==> config.mk <==
export PLATFORM = sky130hd
export DESIGN_NAME = crom_front_flat
export DESIGN_NICKNAME = d
export VERILOG_FILES = /design/src/rtl/core/chained_range_offset_map_macros.svh /design/src/rtl/core/crom_pkg.sv /design/src/rtl/core/crom_channels.sv /design/src/rtl/core/crom_front.sv /design/src/flat_wrapper.sv
export SDC_FILE = /design/constraint.sdc
export NUM_CORES = 1
export LEC_CHECK = 0
export BUFFER_PORTS_ARGS = -buffer_cell sky130_fd_sc_hd__buf_2
export CORE_AREA = 2 2 134 136
export DETAILED_ROUTE_END_ITERATION = 8
export DIE_AREA = 0 0 136 138
export PLACE_DENSITY = 0.63
export SYNTH_ARGS = -nofsm -noshare
export SYNTH_HDL_FRONTEND = slang
export SYNTH_SLANG_ARGS = --single-unit
==> constraint.sdc <==
create_clock -name vclk -period 3.04
set_clock_uncertainty 0.2 [all_clocks]
set_input_delay 0.152 -clock vclk [all_inputs]
set_output_delay 0.152 -clock vclk [all_outputs]
set_load 0.02 [all_outputs]
==> src/rtl/core/chained_range_offset_map_macros.svh <==
// Assertion macros for the chained range offset map.
// Included by the queue and back-end modules; no other dependencies.
`ifndef CHAINED_RANGE_OFFSET_MAP_MACROS_SVH
`define CHAINED_RANGE_OFFSET_MAP_MACROS_SVH

`ifndef SYNTHESIS
// Check that cons holds in the same cycle as ante
`define CROM_ASSERT_NOW(label, clk, rst_n, ante, cons) \
  label: assert property (@(posedge clk) disable iff (!rst_n) (ante) |-> (cons)) \
    else $error("crom assertion failed");
// Check that cons holds in the cycle after ante
`define CROM_ASSERT_NEXT(label, clk, rst_n, ante, cons) \
  label: assert property (@(posedge clk) disable iff (!rst_n) (ante) |=> (cons)) \
    else $error("crom assertion failed");
`else
`define CROM_ASSERT_NOW(label, clk, rst_n, ante, cons)
`define CROM_ASSERT_NEXT(label, clk, rst_n, ante, cons)
`endif

`endif

==> src/rtl/core/crom_pkg.sv <==
`timescale 1ns / 1ps
// Shared types and constants for the chained range offset map.
// No dependencies.

package crom_pkg;

  // Default sizing of the translation chain
  localparam int STAGE_COUNT_DEF     = 7;
  localparam int RULES_PER_STAGE_DEF = 32;
  localparam int VALUE_BITS_DEF      = 40;
  localparam int QUEUE_DEPTH         = 2;

  // Fixed field widths of the channels
  localparam int REQ_W       = 2;
  localparam int STAGE_IDX_W = 3;
  localparam int SLOT_IDX_W  = 5;
  localparam int FIELD_W     = 40;
  localparam int LAST_W      = 41;
  localparam int OFFSET_W    = 41;

  // Request codes on the input channel
  localparam logic [REQ_W-1:0] REQ_LOAD  = 2'd0;
  localparam logic [REQ_W-1:0] REQ_QUERY = 2'd1;
  localparam logic [REQ_W-1:0] REQ_CLEAR = 2'd2;

  // Operations handed from front end to back end
  typedef enum logic [1:0] {
    OP_LOAD,
    OP_QUERY,
    OP_CLEAR
  } op_t;

  // One range rule as stored
  typedef struct packed {
    logic [OFFSET_W-1:0] offset;
    logic [LAST_W-1:0]   last;
    logic [FIELD_W-1:0]  first;
  } rule_t;

  // One queued operation
  typedef struct packed {
    op_t                    op;
    logic [STAGE_IDX_W-1:0] stage;
    logic [SLOT_IDX_W-1:0]  slot;
    logic                   rule_on;
    rule_t                  rule;
    logic [FIELD_W-1:0]     query;
  } q_entry_t;

endpackage

==> src/rtl/core/crom_channels.sv <==
`timescale 1ns / 1ps
// Valid/ready channel interfaces for request and result beats.
// Depends on crom_pkg.

interface crom_in_if
  import crom_pkg::*;
();
  logic                       valid;
  logic                       ready;
  logic [REQ_W-1:0]           req_type;
  logic [STAGE_IDX_W-1:0]     stage_index;
  logic [SLOT_IDX_W-1:0]      slot_index;
  logic [FIELD_W-1:0]         range_start;
  logic [FIELD_W-1:0]         range_length;
  logic signed [OFFSET_W-1:0] offset_value;
  logic [FIELD_W-1:0]         query_value;

  modport source (
    output valid, req_type, stage_index, slot_index, range_start, range_length,
           offset_value, query_value,
    input  ready
  );
  modport sink (
    input  valid, req_type, stage_index, slot_index, range_start, range_length,
           offset_value, query_value,
    output ready
  );
endinterface


==> src/rtl/core/crom_front.sv <==
`timescale 1ns / 1ps
// Front end: accepts request beats, drops unusable ones, builds queue entries.
// Depends on crom_pkg and crom_in_if.

module crom_front
  import crom_pkg::*;
#(
  parameter int STAGE_COUNT     = STAGE_COUNT_DEF,
  parameter int RULES_PER_STAGE = RULES_PER_STAGE_DEF
) (
  crom_in_if.sink    in_ch,
  output q_entry_t   push_entry,
  output logic       push_valid,
  input  logic       push_ready
);

  logic              keep;
  logic              load_ok;
  logic [LAST_W-1:0] last_sum;

  // Accept whenever the queue has room; dropped beats vanish here
  assign in_ch.ready = push_ready;
  assign push_valid  = in_ch.valid && keep;

  // Loads aimed outside the table are ignored
  assign load_ok = (32'(in_ch.stage_index) < STAGE_COUNT) &&
                   (32'(in_ch.slot_index) < RULES_PER_STAGE);

  // Inclusive end of the loaded range
  assign last_sum = {1'b0, in_ch.range_start} + {1'b0, in_ch.range_length} - LAST_W'(1);

  // Classify the beat
  always_comb begin
    keep                  = 1'b0;
    push_entry.op         = OP_QUERY;
    push_entry.stage      = in_ch.stage_index;
    push_entry.slot       = in_ch.slot_index;
    push_entry.rule_on    = (in_ch.range_length != '0);
    push_entry.rule.first = in_ch.range_start;
    push_entry.rule.last  = push_entry.rule_on ? last_sum : '0;
    push_entry.rule.offset = in_ch.offset_value;
    push_entry.query      = in_ch.query_value;
    case (in_ch.req_type)
      REQ_LOAD: begin
        keep          = load_ok;
        push_entry.op = OP_LOAD;
      end
      REQ_QUERY: begin
        keep          = 1'b1;
        push_entry.op = OP_QUERY;
      end
      REQ_CLEAR: begin
        keep          = 1'b1;
        push_entry.op = OP_CLEAR;
      end
      default: begin
        keep = 1'b0;
      end
    endcase
  end

endmodule

==> src/flat_wrapper.sv <==
// flat-port wrapper written by rule: the top's interface ports become plain ports
module crom_front_flat import crom_pkg::*;
#(
  parameter int STAGE_COUNT     = STAGE_COUNT_DEF,
  parameter int RULES_PER_STAGE = RULES_PER_STAGE_DEF
)
  (push_entry, push_valid, push_ready, in_ch_valid, in_ch_req_type, in_ch_stage_index, in_ch_slot_index, in_ch_range_start, in_ch_range_length, in_ch_offset_value, in_ch_query_value, in_ch_ready);
  crom_in_if in_ch_i ();
  output q_entry_t push_entry;
  output logic push_valid;
  input  logic push_ready;
  input wire logic [$bits(in_ch_i.valid)-1:0] in_ch_valid;
  input wire logic [$bits(in_ch_i.req_type)-1:0] in_ch_req_type;
  input wire logic [$bits(in_ch_i.stage_index)-1:0] in_ch_stage_index;
  input wire logic [$bits(in_ch_i.slot_index)-1:0] in_ch_slot_index;
  input wire logic [$bits(in_ch_i.range_start)-1:0] in_ch_range_start;
  input wire logic [$bits(in_ch_i.range_length)-1:0] in_ch_range_length;
  input wire logic [$bits(in_ch_i.offset_value)-1:0] in_ch_offset_value;
  input wire logic [$bits(in_ch_i.query_value)-1:0] in_ch_query_value;
  output wire logic [$bits(in_ch_i.ready)-1:0] in_ch_ready;
  assign in_ch_i.valid = in_ch_valid;
  assign in_ch_i.req_type = in_ch_req_type;
  assign in_ch_i.stage_index = in_ch_stage_index;
  assign in_ch_i.slot_index = in_ch_slot_index;
  assign in_ch_i.range_start = in_ch_range_start;
  assign in_ch_i.range_length = in_ch_range_length;
  assign in_ch_i.offset_value = in_ch_offset_value;
  assign in_ch_i.query_value = in_ch_query_value;
  assign in_ch_ready = in_ch_i.ready;
  crom_front #(.STAGE_COUNT(STAGE_COUNT), .RULES_PER_STAGE(RULES_PER_STAGE)) u_core (.in_ch(in_ch_i), .push_entry(push_entry), .push_valid(push_valid), .push_ready(push_ready));
endmodule
==> flow_metrics.tcl, run 1 <==
set metrics [dict create \
    grt_pass1_vias 4512 \
    grt_max_degree 17 \
    critPathKind "in -> out" \
    syn_area_per_cell_um2 6.43 \
    required_ps 2690 \
    die_y_um 138 \
    fin_crit_ps 2980 \
    diodes 0 \
    worstPathMaxFanout 3 \
    fin_crit_sh_pct 98.2 \
    power_density_nw_per_um2 334 \
    place_congestion 0.875 \
    cpPeakStageDelay_ps 420 \
    grt.total_usage_pct 14.0 \
    slowest_stage "a311o_1" \
    wire_per_inst_um 13.2 \
    final_core_util_pct 33.2 \
    crit_buf_inv 5 \
    clkbuf_count 0 \
    die-area_um2 18800 \
    dieWidth_um 136 \
    grt_pass1_wl_um 21800 \
    hold_path_end "push_entry[163]" \
    grt_overflow 0 \
    ant_nets 0 \
    place_ws_ps -254 \
    coreArea_um2 17500 \
    drv_slew 0 \
    startpoint_type "primary input" \
    ys_warn_count 0 \
    seq_area_frac_synth_pct 0 \
    yosysUniqueCellTypes 57 \
    whs_ps 104 \
    fmax_mhz 335 \
    drc_errors 0 \
    syn_area_um2 4820 \
    seq_cell_count 0 \
    power_mw 1.94 \
    setup_viol 0 \
    yosys.cell_count.top_type "inv_1" \
    area.growth.synth_to_final_pct 20.8 \
    cp_cell_sequence "buf_8 > inv_4 > ha_4 > inv_4 > ha_4 > fa_2 > a21o_1 > a311o_1 > nand3_2 > a21oi_2 > or2_1 > buf_4 > xnor2_1 > nor2_1 > buf_4" \
    worstMarginPinSlew_ps 491 \
    min_path_type "in -> out" \
    drtPass1Iterations 4 \
    finalHoldViolations 0 \
    tns_ps 0 \
    fin_area_um2 5820 \
    fin_cells 1076 \
    dp_hpwl_um 12700 \
    p_leak_nw 3.28 \
    status "finished clean" \
    initial_core_util_pct 27.5 \
    port_buffers 174 \
    peakVddDrop_mv 0.178 \
    vias_per_cell 4.51 \
    synth_area_leader_cell "ha_1" \
    min_path_cells 0 \
    dpl_cell_area_um2 5430 \
    ys_top_cells_by_count "inv_1 (175), buf_4 (137), ha_1 (83)" \
    seq_area_um2 0 \
    final_nets 1106 \
    routed_wl_um 14200 \
    drt-initial-drc-count 122 \
    cp-end-kind "output pin" \
    placed_cells 1072 \
    drive_gt1_share_pct 38.0 \
    rsz0062_at_grt "true" \
    cpLargestDelayFamily "adder cells" \
    yosysTopAreaCellShare_pct 21.6 \
    synthCells 749 \
    crit_arrival_ps 2630 \
    ios 348 \
    vias 4848 \
    cap_viol_max_count 0 \
    cts.hold.buffers_added 0 \
    holdCritStartpoint "in_ch_slot_index[0]" \
    setup_slack_ps 55.6 \
    synth_nets 1006 \
    slew_headroom_pct 66.9 \
    rows 49 \
    synthTopCellsByArea "ha_1 (22%), buf_4 (21%), inv_1 (14%)" \
    antenna_found_initial 0 \
]
worst max path at each step:
stage	start	end	slack, ps	cells after the start
finish	in_ch_range_length[1]	push_entry[111]	60	15
global route	in_ch_range_start[1]	push_entry[115]	-100	14
CTS	in_ch_range_length[1]	push_entry[113]	20	14
detailed placement	in_ch_range_length[1]	push_entry[113]	-250	14
global placement	in_ch_range_length[1]	push_entry[113]	-220	14
floorplan	in_ch_range_length[1]	push_entry[115]	5	12
where the power goes:
part	switching, mW	internal, mW	leakage, nW
logic	1.13	0.816	3.28
registers	0	0	0
clock network	0	0	0
metal layers:
layer  up-vias  track usage (%)  part of all wire, %
met1      2161             17.8                   44
met4         0             4.00                  3.0
li1       2497                -                    -
met3        40             1.83                  6.0
met5         -                0                    0
met2       150             24.6                   47
logic make-up after synthesis:
group,count (synthesis),synth area share [%]
AOI/OAI and AO/OA,141,19.0
muxes,1,0.208
and+or+nand+nor,163,16.7
adders and majority gates,84,22.0
buffers and inverters,330,36.7
xor gates and xnor gates,30,5.45
placed cells by master (no fill, tap or decap), types with 3 or more instances in the layout:
cell type  instances
o21ai_1            8
buf_2            163
ha_2               6
a31oi_1            5
inv_2              3
buf_4             84
o21ai_2            4
a21o_1            13
nor2_1            53
nand2_1           34
o21ai_0           17
nor3_2             4
and3_1             4
inv_4              3
nor4_2             4
o21bai_1           9
ha_1              71
nor2b_1            4
a21oi_2           11
ha_4               6
inv_1            169
and2_1             3
nand3_1           10
xor2_1            15
nor4_1            10
xnor2_1           15
a21oi_4            3
nand4_1           19
a21oi_1           36
buf_6              4
cell type report:
cell class | count | area, µm²
multi-input combinational | 419 | 3350
fill | 1953 | 11700
inverter | 175 | 664
tap | 229 | 287
timing repair buffer | 253 | 1520
repair_timing:
item | in CTS | in global routing
pin swaps | 9 | 30
setup endpoints to repair | 13 | 23
resized for setup | 18 | 67
buffers inserted | 2 | 3
No activity file was read; power rests on OpenSTA's default activity.
==> inputs of run 2 (changes only) <==
--- a/config.mk
+++ b/config.mk
@@ -6,10 +6,10 @@
 export NUM_CORES = 1
 export LEC_CHECK = 0
 export BUFFER_PORTS_ARGS = -buffer_cell sky130_fd_sc_hd__buf_2
-export CORE_AREA = 2 2 134 136
+export CORE_AREA = 2 2 136 138
 export DETAILED_ROUTE_END_ITERATION = 8
-export DIE_AREA = 0 0 136 138
-export PLACE_DENSITY = 0.63
+export DIE_AREA = 0 0 138 140
+export PLACE_DENSITY = 0.61
 export SYNTH_ARGS = -nofsm -noshare
 export SYNTH_HDL_FRONTEND = slang
 export SYNTH_SLANG_ARGS = --single-unit
==> flow_metrics.tcl, run 2 (synthesized netlist as in run 1, its figures left out) <==
set metrics [dict create \
    area.growth.synth_to_final_pct 19.3 \
    worstPathMaxFanout 4 \
    cp-end-kind "output pin" \
    slew_headroom_pct 62.1 \
    seq_area_um2 0 \
    seq_cell_count 0 \
    final_nets 1103 \
    fmax_mhz 338 \
    fillerInstances 1968 \
    vias_per_cell 4.49 \
    vias 4818 \
    dpl_cell_area_um2 5420 \
    drt-initial-drc-count 121 \
    worstMarginPinSlew_ps 563 \
    ios 348 \
    power_density_nw_per_um2 341 \
    fin_crit_ps 2950 \
    rows 49 \
    power_mw 1.96 \
    cp_cell_sequence "buf_6 > inv_2 > ha_4 > inv_2 > ha_4 > fa_2 > a21o_1 > a311o_1 > nand3_2 > a21oi_4 > or2_4 > a21oi_4 > mux2i_1 > buf_4" \
    placed_cells 1069 \
    coreArea_um2 17800 \
    initial_core_util_pct 27.1 \
    crit_arrival_ps 2600 \
    finalHoldViolations 0 \
    critPathKind "in -> out" \
    cpPeakStageDelay_ps 370 \
    status "finished clean" \
    setup_viol 0 \
    cap_viol_max_count 0 \
    power.internal_uw 826 \
    required_ps 2690 \
    min_path_type "in -> out" \
    port_buffers 174 \
    dp_hpwl_um 12700 \
    routed_wl_um 14400 \
    seqPwrFrac_pct 0 \
    ant_nets 0 \
    fin_cells 1073 \
    grt.total_usage_pct 13.7 \
    slowest_stage "a311o_1" \
    final_common_cell "inv_1" \
    comb_power_share_pct 100.0 \
    p_sw_share_pct 57.8 \
    die-area_um2 19300 \
    place_congestion 0.905 \
    final_cell_mix "inv_1 (169), buf_2 (161), buf_4 (82)" \
    grt_pass1_vias 4613 \
    dieWidth_um 138 \
    diodes 0 \
    place_ws_ps -217 \
    multi_input_area_um2 3290 \
    cpLargestDelayFamily "compound AO/OA/AOI/OAI gates" \
    grt_max_degree 32 \
    crit_buf_inv 4 \
    drc_errors 0 \
    fin_crit_sh_pct 97.2 \
    grt_overflow 0 \
    wire_per_inst_um 13.4 \
    clkbuf_count 0 \
    setup_slack_ps 85.4 \
    drv_slew 0 \
    p_leak_nw 3.27 \
    peakVddDrop_mv 0.180 \
    grt_pass1_wl_um 22300 \
    drive_gt1_share_pct 36.0 \
    fin_area_um2 5750 \
    startpoint_type "primary input" \
    antenna_found_initial 0 \
    tns_ps 0 \
    drtPass1Iterations 4 \
    p_clk_share_pct 0 \
    switching_power_mw 1.13 \
    die_y_um 140 \
    rsz0062_at_grt "true" \
]
[run 2: cell types whose count changed in the layout (fill, tap and decap cells not counted), moves of 2 or more]
| cell | before | now |
|---|---|---|
| o21ai_2 | 4 | 1 |
| o21ai_1 | 8 | 12 |
| ha_2 | 6 | 2 |
| nor4_2 | 4 | 1 |
| nor4_1 | 10 | 12 |
| buf_2 | 163 | 161 |
| inv_2 | 3 | 5 |
| buf_4 | 84 | 82 |
| ha_1 | 71 | 76 |
| inv_4 | 3 | 1 |
| nor3_2 | 4 | 1 |
| nor3_1 | 2 | 5 |
[run 2: power groups by stage]
stage	registers [mW]	clock network (mW)	logic (mW)
after detailed placement	0	0	1.83
after global routing	0	0	2.15
final	0	0	1.96
after floorplan	0	0	1.35
after global placement	0	0	1.83
after CTS	0	0	1.86
[run 2: metal layers]
layer | up-vias | GRT usage, % | wire, µm
met4 | 0 | 3.54 | 394
met3 | 54 | 2.70 | 1010
met2 | 160 | 24.8 | 6800
met5 | - | 0 | 0
met1 | 2106 | 16.6 | 6180
li1 | 2498 | - | -
[run 2: path summary, 6_finish.rpt]
check	from	endpoint	slack, ps	depth (start not counted)
setup / recovery	in_ch_range_start[1]	push_entry[115]	90	14
hold / removal	in_ch_slot_index[2]	push_entry[165]	100	0
[run 2: timing repair]
| action | in CTS | in global routing |
|---|---|---|
| endpoints found under the setup margin | 13 | 22 |
| buffers inserted | 1 | 3 |
| resized for setup | 12 | 59 |
| hold buffers | 0 | 0 |
| cloned | 0 | 0 |
| pin swaps | 5 | 25 |
[run 2: cell type report]
cell class | instances | area share, %
multi-input cells | 419 | 57.2
inverters | 175 | 11.5
well taps | 229 | 4.99
repair buffers | 250 | 26.3
[run 2: metrics by stage]
step	utilization (%)	hold WS, ps
3_3_place_gp	30.5	104
6_report	32.3	104
2_1_floorplan	-	217
4_1_cts	30.8	104
5_1_grt	32.3	104
3_5_place_dp	30.5	104
