$ cat src/rtl/core/chained_range_offset_map_macros.svh
// Assertion macros for the chained range offset map.
// Included by the queue and back-end modules; no other dependencies.
`ifndef CHAINED_RANGE_OFFSET_MAP_MACROS_SVH
`define CHAINED_RANGE_OFFSET_MAP_MACROS_SVH

`ifndef SYNTHESIS
// Check that cons holds in the same cycle as ante
`define CROM_ASSERT_NOW(label, clk, rst_n, ante, cons) \
  label: assert property (@(posedge clk) disable iff (!rst_n) (ante) |-> (cons)) \
    else $error("crom assertion failed");
// Check that cons holds in the cycle after ante
`define CROM_ASSERT_NEXT(label, clk, rst_n, ante, cons) \
  label: assert property (@(posedge clk) disable iff (!rst_n) (ante) |=> (cons)) \
    else $error("crom assertion failed");
`else
`define CROM_ASSERT_NOW(label, clk, rst_n, ante, cons)
`define CROM_ASSERT_NEXT(label, clk, rst_n, ante, cons)
`endif

`endif

$ cat src/rtl/core/crom_pkg.sv
`timescale 1ns / 1ps
// Shared types and constants for the chained range offset map.
// No dependencies.

package crom_pkg;

  // Default sizing of the translation chain
  localparam int STAGE_COUNT_DEF     = 7;
  localparam int RULES_PER_STAGE_DEF = 32;
  localparam int VALUE_BITS_DEF      = 40;
  localparam int QUEUE_DEPTH         = 2;

  // Fixed field widths of the channels
  localparam int REQ_W       = 2;
  localparam int STAGE_IDX_W = 3;
  localparam int SLOT_IDX_W  = 5;
  localparam int FIELD_W     = 40;
  localparam int LAST_W      = 41;
  localparam int OFFSET_W    = 41;

  // Request codes on the input channel
  localparam logic [REQ_W-1:0] REQ_LOAD  = 2'd0;
  localparam logic [REQ_W-1:0] REQ_QUERY = 2'd1;
  localparam logic [REQ_W-1:0] REQ_CLEAR = 2'd2;

  // Operations handed from front end to back end
  typedef enum logic [1:0] {
    OP_LOAD,
    OP_QUERY,
    OP_CLEAR
  } op_t;

  // One range rule as stored
  typedef struct packed {
    logic [OFFSET_W-1:0] offset;
    logic [LAST_W-1:0]   last;
    logic [FIELD_W-1:0]  first;
  } rule_t;

  // One queued operation
  typedef struct packed {
    op_t                    op;
    logic [STAGE_IDX_W-1:0] stage;
    logic [SLOT_IDX_W-1:0]  slot;
    logic                   rule_on;
    rule_t                  rule;
    logic [FIELD_W-1:0]     query;
  } q_entry_t;

endpackage

$ cat src/rtl/core/crom_queue.sv
`timescale 1ns / 1ps
// Short FIFO of operations between front end and back end.
// Depends on crom_pkg and the assertion macro header.
`include "chained_range_offset_map_macros.svh"

module crom_queue
  import crom_pkg::*;
#(
  parameter int DEPTH = QUEUE_DEPTH
) (
  input  logic     clk,
  input  logic     rst_n,
  input  q_entry_t push_entry,
  input  logic     push_valid,
  output logic     push_ready,
  output q_entry_t pop_entry,
  output logic     pop_valid,
  input  logic     pop_ready
);

  localparam int PTR_W = (DEPTH > 1) ? $clog2(DEPTH) : 1;
  localparam int CNT_W = $clog2(DEPTH + 1);

  q_entry_t           slots_r [DEPTH];
  logic [PTR_W-1:0]   wr_ptr_r;
  logic [PTR_W-1:0]   rd_ptr_r;
  logic [CNT_W-1:0]   count_r;
  logic               push_fire;
  logic               pop_fire;

  assign push_ready = (count_r != CNT_W'(DEPTH));
  assign pop_valid  = (count_r != '0);
  assign push_fire  = push_valid && push_ready;
  assign pop_fire   = pop_valid && pop_ready;
  assign pop_entry  = slots_r[rd_ptr_r];

  // Store entries
  always_ff @(posedge clk) begin
    if (push_fire) begin
      slots_r[wr_ptr_r] <= push_entry;
    end
  end

  // Advance pointers and count
  always_ff @(posedge clk) begin
    if (!rst_n) begin
      wr_ptr_r <= '0;
      rd_ptr_r <= '0;
      count_r  <= '0;
    end else begin
      if (push_fire) begin
        wr_ptr_r <= (wr_ptr_r == PTR_W'(DEPTH - 1)) ? '0 : wr_ptr_r + PTR_W'(1);
      end
      if (pop_fire) begin
        rd_ptr_r <= (rd_ptr_r == PTR_W'(DEPTH - 1)) ? '0 : rd_ptr_r + PTR_W'(1);
      end
      if (push_fire && !pop_fire) begin
        count_r <= count_r + CNT_W'(1);
      end else if (pop_fire && !push_fire) begin
        count_r <= count_r - CNT_W'(1);
      end
    end
  end

  `CROM_ASSERT_NOW(a_q_bound, clk, rst_n, 1'b1, count_r <= CNT_W'(DEPTH))
  `CROM_ASSERT_NEXT(a_q_grow, clk, rst_n, push_fire && !pop_fire, count_r == $past(count_r) + CNT_W'(1))

endmodule

$ cat config.mk
export PLATFORM = sky130hd
export DESIGN_NAME = crom_queue
export DESIGN_NICKNAME = d
export VERILOG_FILES = /design/src/rtl/core/crom_pkg.sv /design/src/rtl/core/crom_queue.sv
export VERILOG_INCLUDE_DIRS = /design/src /design/src/rtl/core
export SDC_FILE = /design/constraint.sdc
export NUM_CORES = 1
export LEC_CHECK = 0
export ABC_CLOCK_PERIOD_IN_PS = 8100
export BUFFER_PORTS_ARGS = -buffer_cell sky130_fd_sc_hd__buf_4
export CAP_MARGIN = 40
export CORE_MARGIN = 1
export CORE_UTILIZATION = 30
export DETAILED_ROUTE_END_ITERATION = 12
export GPL_TIMING_DRIVEN = 0
export PLACE_DENSITY_LB_ADDON = 0.1
export SLEW_MARGIN = 0
export SYNTH_ARGS = -nofsm -noshare
export SYNTH_HDL_FRONTEND = slang
export SYNTH_SLANG_ARGS = --single-unit
$ cat constraint.sdc
create_clock -name clk -period 8.1 [get_ports clk]
set_clock_uncertainty 0.2 [all_clocks]
set_input_delay 0.81 -clock clk [delete_from_list [all_inputs] [get_ports clk]]
set_output_delay 0.81 -clock clk [all_outputs]
set_load 0.02 [all_outputs]
==> metrics.md, run 1 <==
| Metric | Value |
|---|---|
| Outcome | `finished clean` |
| Total power | `5.622 mW` |
| Yosys warnings | `0` |
| Vias per cell | `4.299` |
| Startpoint Class | `flip-flop` |
| Yosys top cell area share | `81.25%` |
| Async SR Flop Fraction | `0%` |
| Post-CTS Setup Bufs | `0` |
| Clock slew at reported path FFs | `60 ps` |
| TritonCTS buffer count | `40` |
| First drt pass iteration count | `4` |
| Pwr dens | `323.4 nW/um^2` |
| HP Class | `in -> reg` |
| Achievable frequency | `346.2 MHz` |
| Max-cap violations | `0` |
| Mapped Area | `12790 sq um` |
| Die H | `208.5 um` |
| Post-synth EDFFs | `346` |
| Iteration-0 DRC Markers | `258` |
| Worst slew pin tran | `736.4 ps` |
| Critical path capture point type | `output port` |
| Clock sink total | `351` |
| Initial Utilization | `30.48%` |
| List of most frequent post-synthesis cells | `edfxtp_1 (346), mux2_2 (173), buf_6 (17)` |
| VDD IR-drop max | `0.1461 mV` |
| CTS root buf | `clkbuf_16` |
| Largest net degree at the start of global routing | `88` |
| GR Util All Layers | `13.02%` |
| Worst-path fanout max | `10` |
| Vias in the first global route | `6856` |
| Placed Area | `16220 sq um` |
| Post-Synthesis Cells | `562` |
| Final instance area | `17380 sq um` |
| Top-count cell post-synth | `edfxtp_1` |
| CTS Hold Buffers Added | `0` |
| Layout cells sized above 1 | `60.77%` |
| WP data required | `7090 ps` |
| Total core area | `41950 sq um` |
| WL/cell | `18.95 um` |
| Leakage | `6.366 nW` |
| Die X | `208.5 um` |
| Final period util | `35.66%` |
| Initial antenna violation count | `0` |
| Synth area leader | `edfxtp_1` |
| Post-CTS sizing | `0` |
| Reg2Reg Setup Slack | `5620 ps` |
| Number of synthesized register bits | `351` |
| Placed wire-length estimate | `18840 um` |
| DRC | `0` |
| Final hold violations | `0` |
| Register area share after synthesis | `82.04%` |
| Crit path kind | `reg -> out` |
| First-pass GRT wire length | `41960 um` |
| Setup_tns | `0 ps` |
| Skew-Pair Late Insertion Delay | `530 ps` |
| GP Congestion | `0.6868` |
| TritonCTS clock tree | `done` |
| Worst hold slack | `248.8 ps` |
| Ys flop type | `edfxtp_1` |
| Area delta synth->final | `35.93%` |
| Setup-failing EPs final | `0` |
| Synthesized Nets | `740` |
| Worst slew margin | `50.91%` |
| Die area | `43450 sq um` |
| Post-detailed-route count of antenna-violating nets | `0` |
| Final WL | `28880 um` |
| Final nets | `1137` |
| Fin. max-slew vios | `0` |
| Synth Area per Inst | `22.75 sq um` |
| # IOs | `352` |
| Vias | `6552` |
| Arr. time, crit path | `1880 ps` |
| Num rows | `75` |
| Max Root-Sink Buffers | `3` |
| Synth cell types | `20` |
| Port Buffers | `351` |
| CTS H-tree lvls | `2` |
| Final min period | `2888 ps` |
| GRT overflow | `0` |
| RSZ-0062 raised after global routing | `false` |
| Synth top area cells | `edfxtp_1 (81%), mux2_2 (15%), buf_6 (1.5%), dfxtp_1 (0.78%), and2_1 (0.20%)` |
==> registers in the layout, indices dropped and copies added (netlist names), named ones only <==
register,flops
count_r,2
wr_ptr_r,1
rd_ptr_r,1
slots_r,346
==> metal layers <==
metal	vias to the layer above	wire length, um	GRT usage (%)
met3	48	2501	5.057
met5	-	0	0
met4	0	759	5.517
li1	3037	-	-
met2	214	13880	20.84
met1	3253	11740	15.61
==> report_power, final <==
part / switching, mW / leakage [nW] / internal, mW / total [mW]
clock: 0.678 / 0.554 / 0.959 / 1.64
combinational: 0.906 / 2.54 / 0.765 / 1.67
sequential: 0.0456 / 3.27 / 2.27 / 2.31
==> through the flow <==
stage                     utilization [%]  setup slack [ps]  instances
after floorplan                         -              2524        562
after global placement              38.37            -645.1       1452
after detailed placement            38.67              5278       1456
after CTS                           41.43              5120       1523
after global routing                41.43              5095       1523
final                               41.44              5212       1524
==> critical path: stages (launching register included) <==
cell	delay [ps]
dfxtp_1	320
buf_4	280
buf_6	210
mux2_2	350
buf_4	160
==> kinds of logic (layout without fill, tap and decap cells) <==
group | count (synthesis) | after routing | synth area share [%]
XOR/XNOR | 3 | 3 | 0.2055
adder cells (fa/ha/maj) | 1 | 1 | 0.09783
buffers and inverters | 20 | 442 | 1.644
AND/OR/NAND/NOR | 9 | 9 | 0.5089
multiplexers | 173 | 173 | 15.23
other | 0 | 1 | 0
flip-flops | 351 | 351 | 82.04
AO/OA/AOI/OAI | 5 | 5 | 0.2739
==> final cells by class <==
type | instances | area (sq um)
antenna | 1 | 2.502
fill | 3887 | 24560
multi-input combinational | 191 | 2092
timing repair buffer | 355 | 2745
clock inverter | 9 | 70.07
buffer | 19 | 206.4
sequential | 351 | 10490
clock buffer | 58 | 1090
inverter | 1 | 11.26
tap | 539 | 674.4
==> final timing paths <==
check	start	endpoint	cells after the start
max	flip-flop	pop_entry[62]	4
min	push_entry[101]	slots_r[0][101]	1
max reg2reg	count_r[0]	slots_r[0][103]	4
min reg2reg	count_r[1]	count_r[1]	2
==> cells in the final DEF, fill, tap and decap left out, drive strengths merged, types with 2 or more instances in the layout <==
cell type / synthesis / layout
a21boi: 2 / 2
and2: 4 / 4
buf: 19 / 374
clkbuf: 0 / 58
clkinv: 0 / 6
clkinvlp: 0 / 2
dfxtp: 5 / 5
edfxtp: 346 / 346
mux2: 173 / 173
o21ai: 2 / 2
xnor2: 2 / 2
Power figures use the tool's default switching activity.
==> run 2, diff against run 1 <==
--- a/config.mk
+++ b/config.mk
@@ -6,7 +6,7 @@
 export SDC_FILE = /design/constraint.sdc
 export NUM_CORES = 1
 export LEC_CHECK = 0
-export ABC_CLOCK_PERIOD_IN_PS = 8100
+export ABC_CLOCK_PERIOD_IN_PS = 3000
 export BUFFER_PORTS_ARGS = -buffer_cell sky130_fd_sc_hd__buf_4
 export CAP_MARGIN = 40
 export CORE_MARGIN = 1
==> constraint.sdc (replaced) <==
create_clock -name clk -period 3 [get_ports clk]
set_clock_uncertainty 0.2 [all_clocks]
set_input_delay 0.3 -clock clk [delete_from_list [all_inputs] [get_ports clk]]
set_output_delay 0.3 -clock clk [all_outputs]
set_load 0.02 [all_outputs]
==> metrics.md, run 2 (synthesized netlist as in run 1, its figures left out) <==
| Metric | Value |
|---|---|
| Setup_tns | `0 ps (unchanged)` |
| Reg2Reg Setup Slack | `690 ps (-4930 ps)` |
| DRC | `0 (unchanged)` |
| Pwr dens | `804.4 nW/um^2 (+150%)` |
| Vias | `7201 (+9.9%)` |
| WP data required | `2500 ps (-4590 ps)` |
| RSZ-0062 raised after global routing | `false` |
| Iteration-0 DRC Markers | `224 (-13%)` |
| Crit-path most repeated cell | `buf_4` |
| Non-filler cells, final | `1710 (+12%)` |
| Die H | `208.5 um (unchanged)` |
| Layout cells sized above 1 | `52.22% (-8.6 points)` |
| Final WL | `30030 um (+4.0%)` |
| CP Capture Point | `pop_entry[26]` |
| Max-cap violations | `0 (unchanged)` |
| Clock share of power | `28.9% (-0.2 points)` |
| Outcome | `finished clean` |
| Reg2reg path depth | `4 (unchanged)` |
| Worst slew margin | `61.03% (+10 points)` |
| Startpoint Class | `flip-flop` |
| GRT overflow | `0 (unchanged)` |
| GP Congestion | `0.7045 (+2.6%)` |
| Commonest cells after routing, fill and taps aside | `buf_4 (353), edfxtp_1 (346), dlygate4sd3_1 (176)` |
| Setup ws final | `619.6 ps (-4592 ps)` |
| Area delta synth->final | `50.79%` |
| Vias per cell | `4.211 (-2.0%)` |
| CTS H-tree lvls | `2 (unchanged)` |
| GR Util All Layers | `13.77% (+0.75 points)` |
| Final nets | `1319 (+16%)` |
| Psw | `4.523 mW (+180%)` |
| Post-detailed-route count of antenna-violating nets | `0 (unchanged)` |
| CTS root buf | `clkbuf_16` |
| Critical path capture point type | `output port` |
| Worst slew pin tran | `584.5 ps (-151.9 ps)` |
| Port Buffers | `351 (unchanged)` |
| WL/cell | `17.56 um (-7.3%)` |
| Final period util | `79.35%` |
| Fin. max-slew vios | `0 (unchanged)` |
| VDD IR-drop max | `0.4502 mV (+210%)` |
| Largest Register | `slots_r` |
| First-pass GRT wire length | `45500 um (+8.4%)` |
| Die X | `208.5 um (unchanged)` |
| Worst hold slack | `279.7 ps (+30.92 ps)` |
| First drt pass iteration count | `4 (unchanged)` |
| Total power | `15.51 mW (+180%)` |
| Leakage | `7.168 nW (+13%)` |
| Crit path kind | `reg -> out` |
| CTS Hold Buffers Added | `176 (+176)` |
| Sw Ratio | `29.16% (+0.16 points)` |
| FF-to-FF Start | `count_r[0]` |
| TritonCTS clock tree | `done` |
| Post-CTS Setup Bufs | `0 (unchanged)` |
| Pre-CTS setup slack | `629.3 ps (-4649 ps)` |
| Top flop regs | `slots_r x346, count_r x2` |
| Arr. time, crit path | `1880 ps (about the same)` |
| Clock sink total | `351 (unchanged)` |
| Critical Path Max Stage Delay | `350 ps (about the same)` |
| Max Root-Sink Buffers | `3 (unchanged)` |
| # IOs | `352 (unchanged)` |
| Worst path cell trace | `buf_4 -> buf_6 -> mux2_2 -> buf_4` |
| Commonest non-fill, non-tap cell in the layout | `buf_4` |
| Crit-path slowest cell | `mux2_2` |
| Final min period | `2380 ps` |
| HP Class | `in -> reg` |
| TritonCTS buffer count | `41 (+2.5%)` |
| Placed wire-length estimate | `19750 um (+4.9%)` |
| Worst-path fanout max | `10 (unchanged)` |
| DP Cell Count | `1461 (+0.34%)` |
| Flop pwr share | `40.2% (-1.0 points)` |
| Total core area | `41950 sq um (unchanged)` |
| Achievable frequency | `420.1 MHz` |
| Num rows | `75 (unchanged)` |
| Initial Utilization | `30.48% (unchanged)` |
| Final hold violations | `0 (unchanged)` |
| Post-CTS sizing | `0 (unchanged)` |
| Setup-failing EPs final | `0 (unchanged)` |
| Clock slew at reported path FFs | `60 ps (about the same)` |
| Initial antenna violation count | `1 (+1)` |
| Skew-Pair Late Insertion Delay | `550 ps (+20 ps)` |
| Largest register FFs | `346 (unchanged)` |
| Gate power share | `30.9% (+1.2 points)` |
| FF-to-FF End | `slots_r[1][28]` |
| Vias in the first global route | `7913 (+15%)` |
| Largest net degree at the start of global routing | `52 (-41%)` |
| Die area | `43450 sq um (unchanged)` |
| Internal power | `10.99 mW (+180%)` |
## run 2: cell types whose count changed in the layout (fill, tap and decap cells not counted)
cell	previous run	this run
buf_12	0	6
dfxtp_2	0	1
clkbuf_1	17	7
buf_16	4	3
dlygate4sd3_1	0	176
inv_6	0	1
clkinv_2	2	6
inv_8	1	0
clkbuf_16	41	43
dfxtp_1	5	4
clkinv_1	4	12
bufinv_16	1	0
clkinvlp_4	2	4
## run 2: layout make-up
cell class                      count  area [sq um]
Fill cell                        3685         22660
Sequential cell                   351         10490
Timing Repair Buffer              536          4599
Multi-Input combinational cell    191          2092
Clock buffer                       50          1102
Tap cell                          539         674.4
Buffer                             19         206.4
Clock inverter                     22         106.4
Inverter                            1         7.507
Antenna cell                        1         2.502
## run 2: worst min path at each step
stage                         startpoint        endpoint  cells after the start  slack [ps]
after floorplan            push_entry[0]   slots_r[0][0]                      0         200
after global routing      push_entry[56]  slots_r[1][56]                      2         260
after detailed placement  push_entry[78]  slots_r[0][78]                      1         290
after global placement    push_entry[36]  slots_r[1][36]                      1         290
after CTS                 push_entry[33]  slots_r[0][33]                      2         230
final                     push_entry[38]  slots_r[0][38]                      2         280
## run 2: per-stage QoR
step / util, % / cell area, sq um
floorplan: - / 12790
CTS: 45.96 / 19280
global route: 45.97 / 19280
global placement: 38.39 / 16100
detailed placement: 38.88 / 16310
finish: 45.97 / 19280
## run 2: power by group through the flow
stage / sequential (mW) / combinational [mW] / clock, mW
2_1_floorplan: 6.38 / 2.67 / 0
3_3_place_gp: 6.46 / 4.59 / 0
3_5_place_dp: 6.35 / 4.70 / 0
4_1_cts: 6.25 / 4.92 / 4.68
5_1_grt: 6.30 / 5.09 / 4.84
6_report: 6.24 / 4.79 / 4.48
## run 2: worst max-delay path, delay by kind of cell, from the launching register on
kind / cells / cell delay [ps]
buffers and inverters: 3 / 660
multiplexers: 1 / 350
flip-flops: 1 / 320
## run 2: per-layer routing
layer  vias up  share of wire (%)  wire (um)  GRT usage [%]
met1      3542                 41      12160          16.53
met2       207                 50      15150          23.30
met3        48                6.6       1989          3.955
met5         -                  0          0              0
met4         0                2.4        722          5.364
li1       3404                  -          -              -
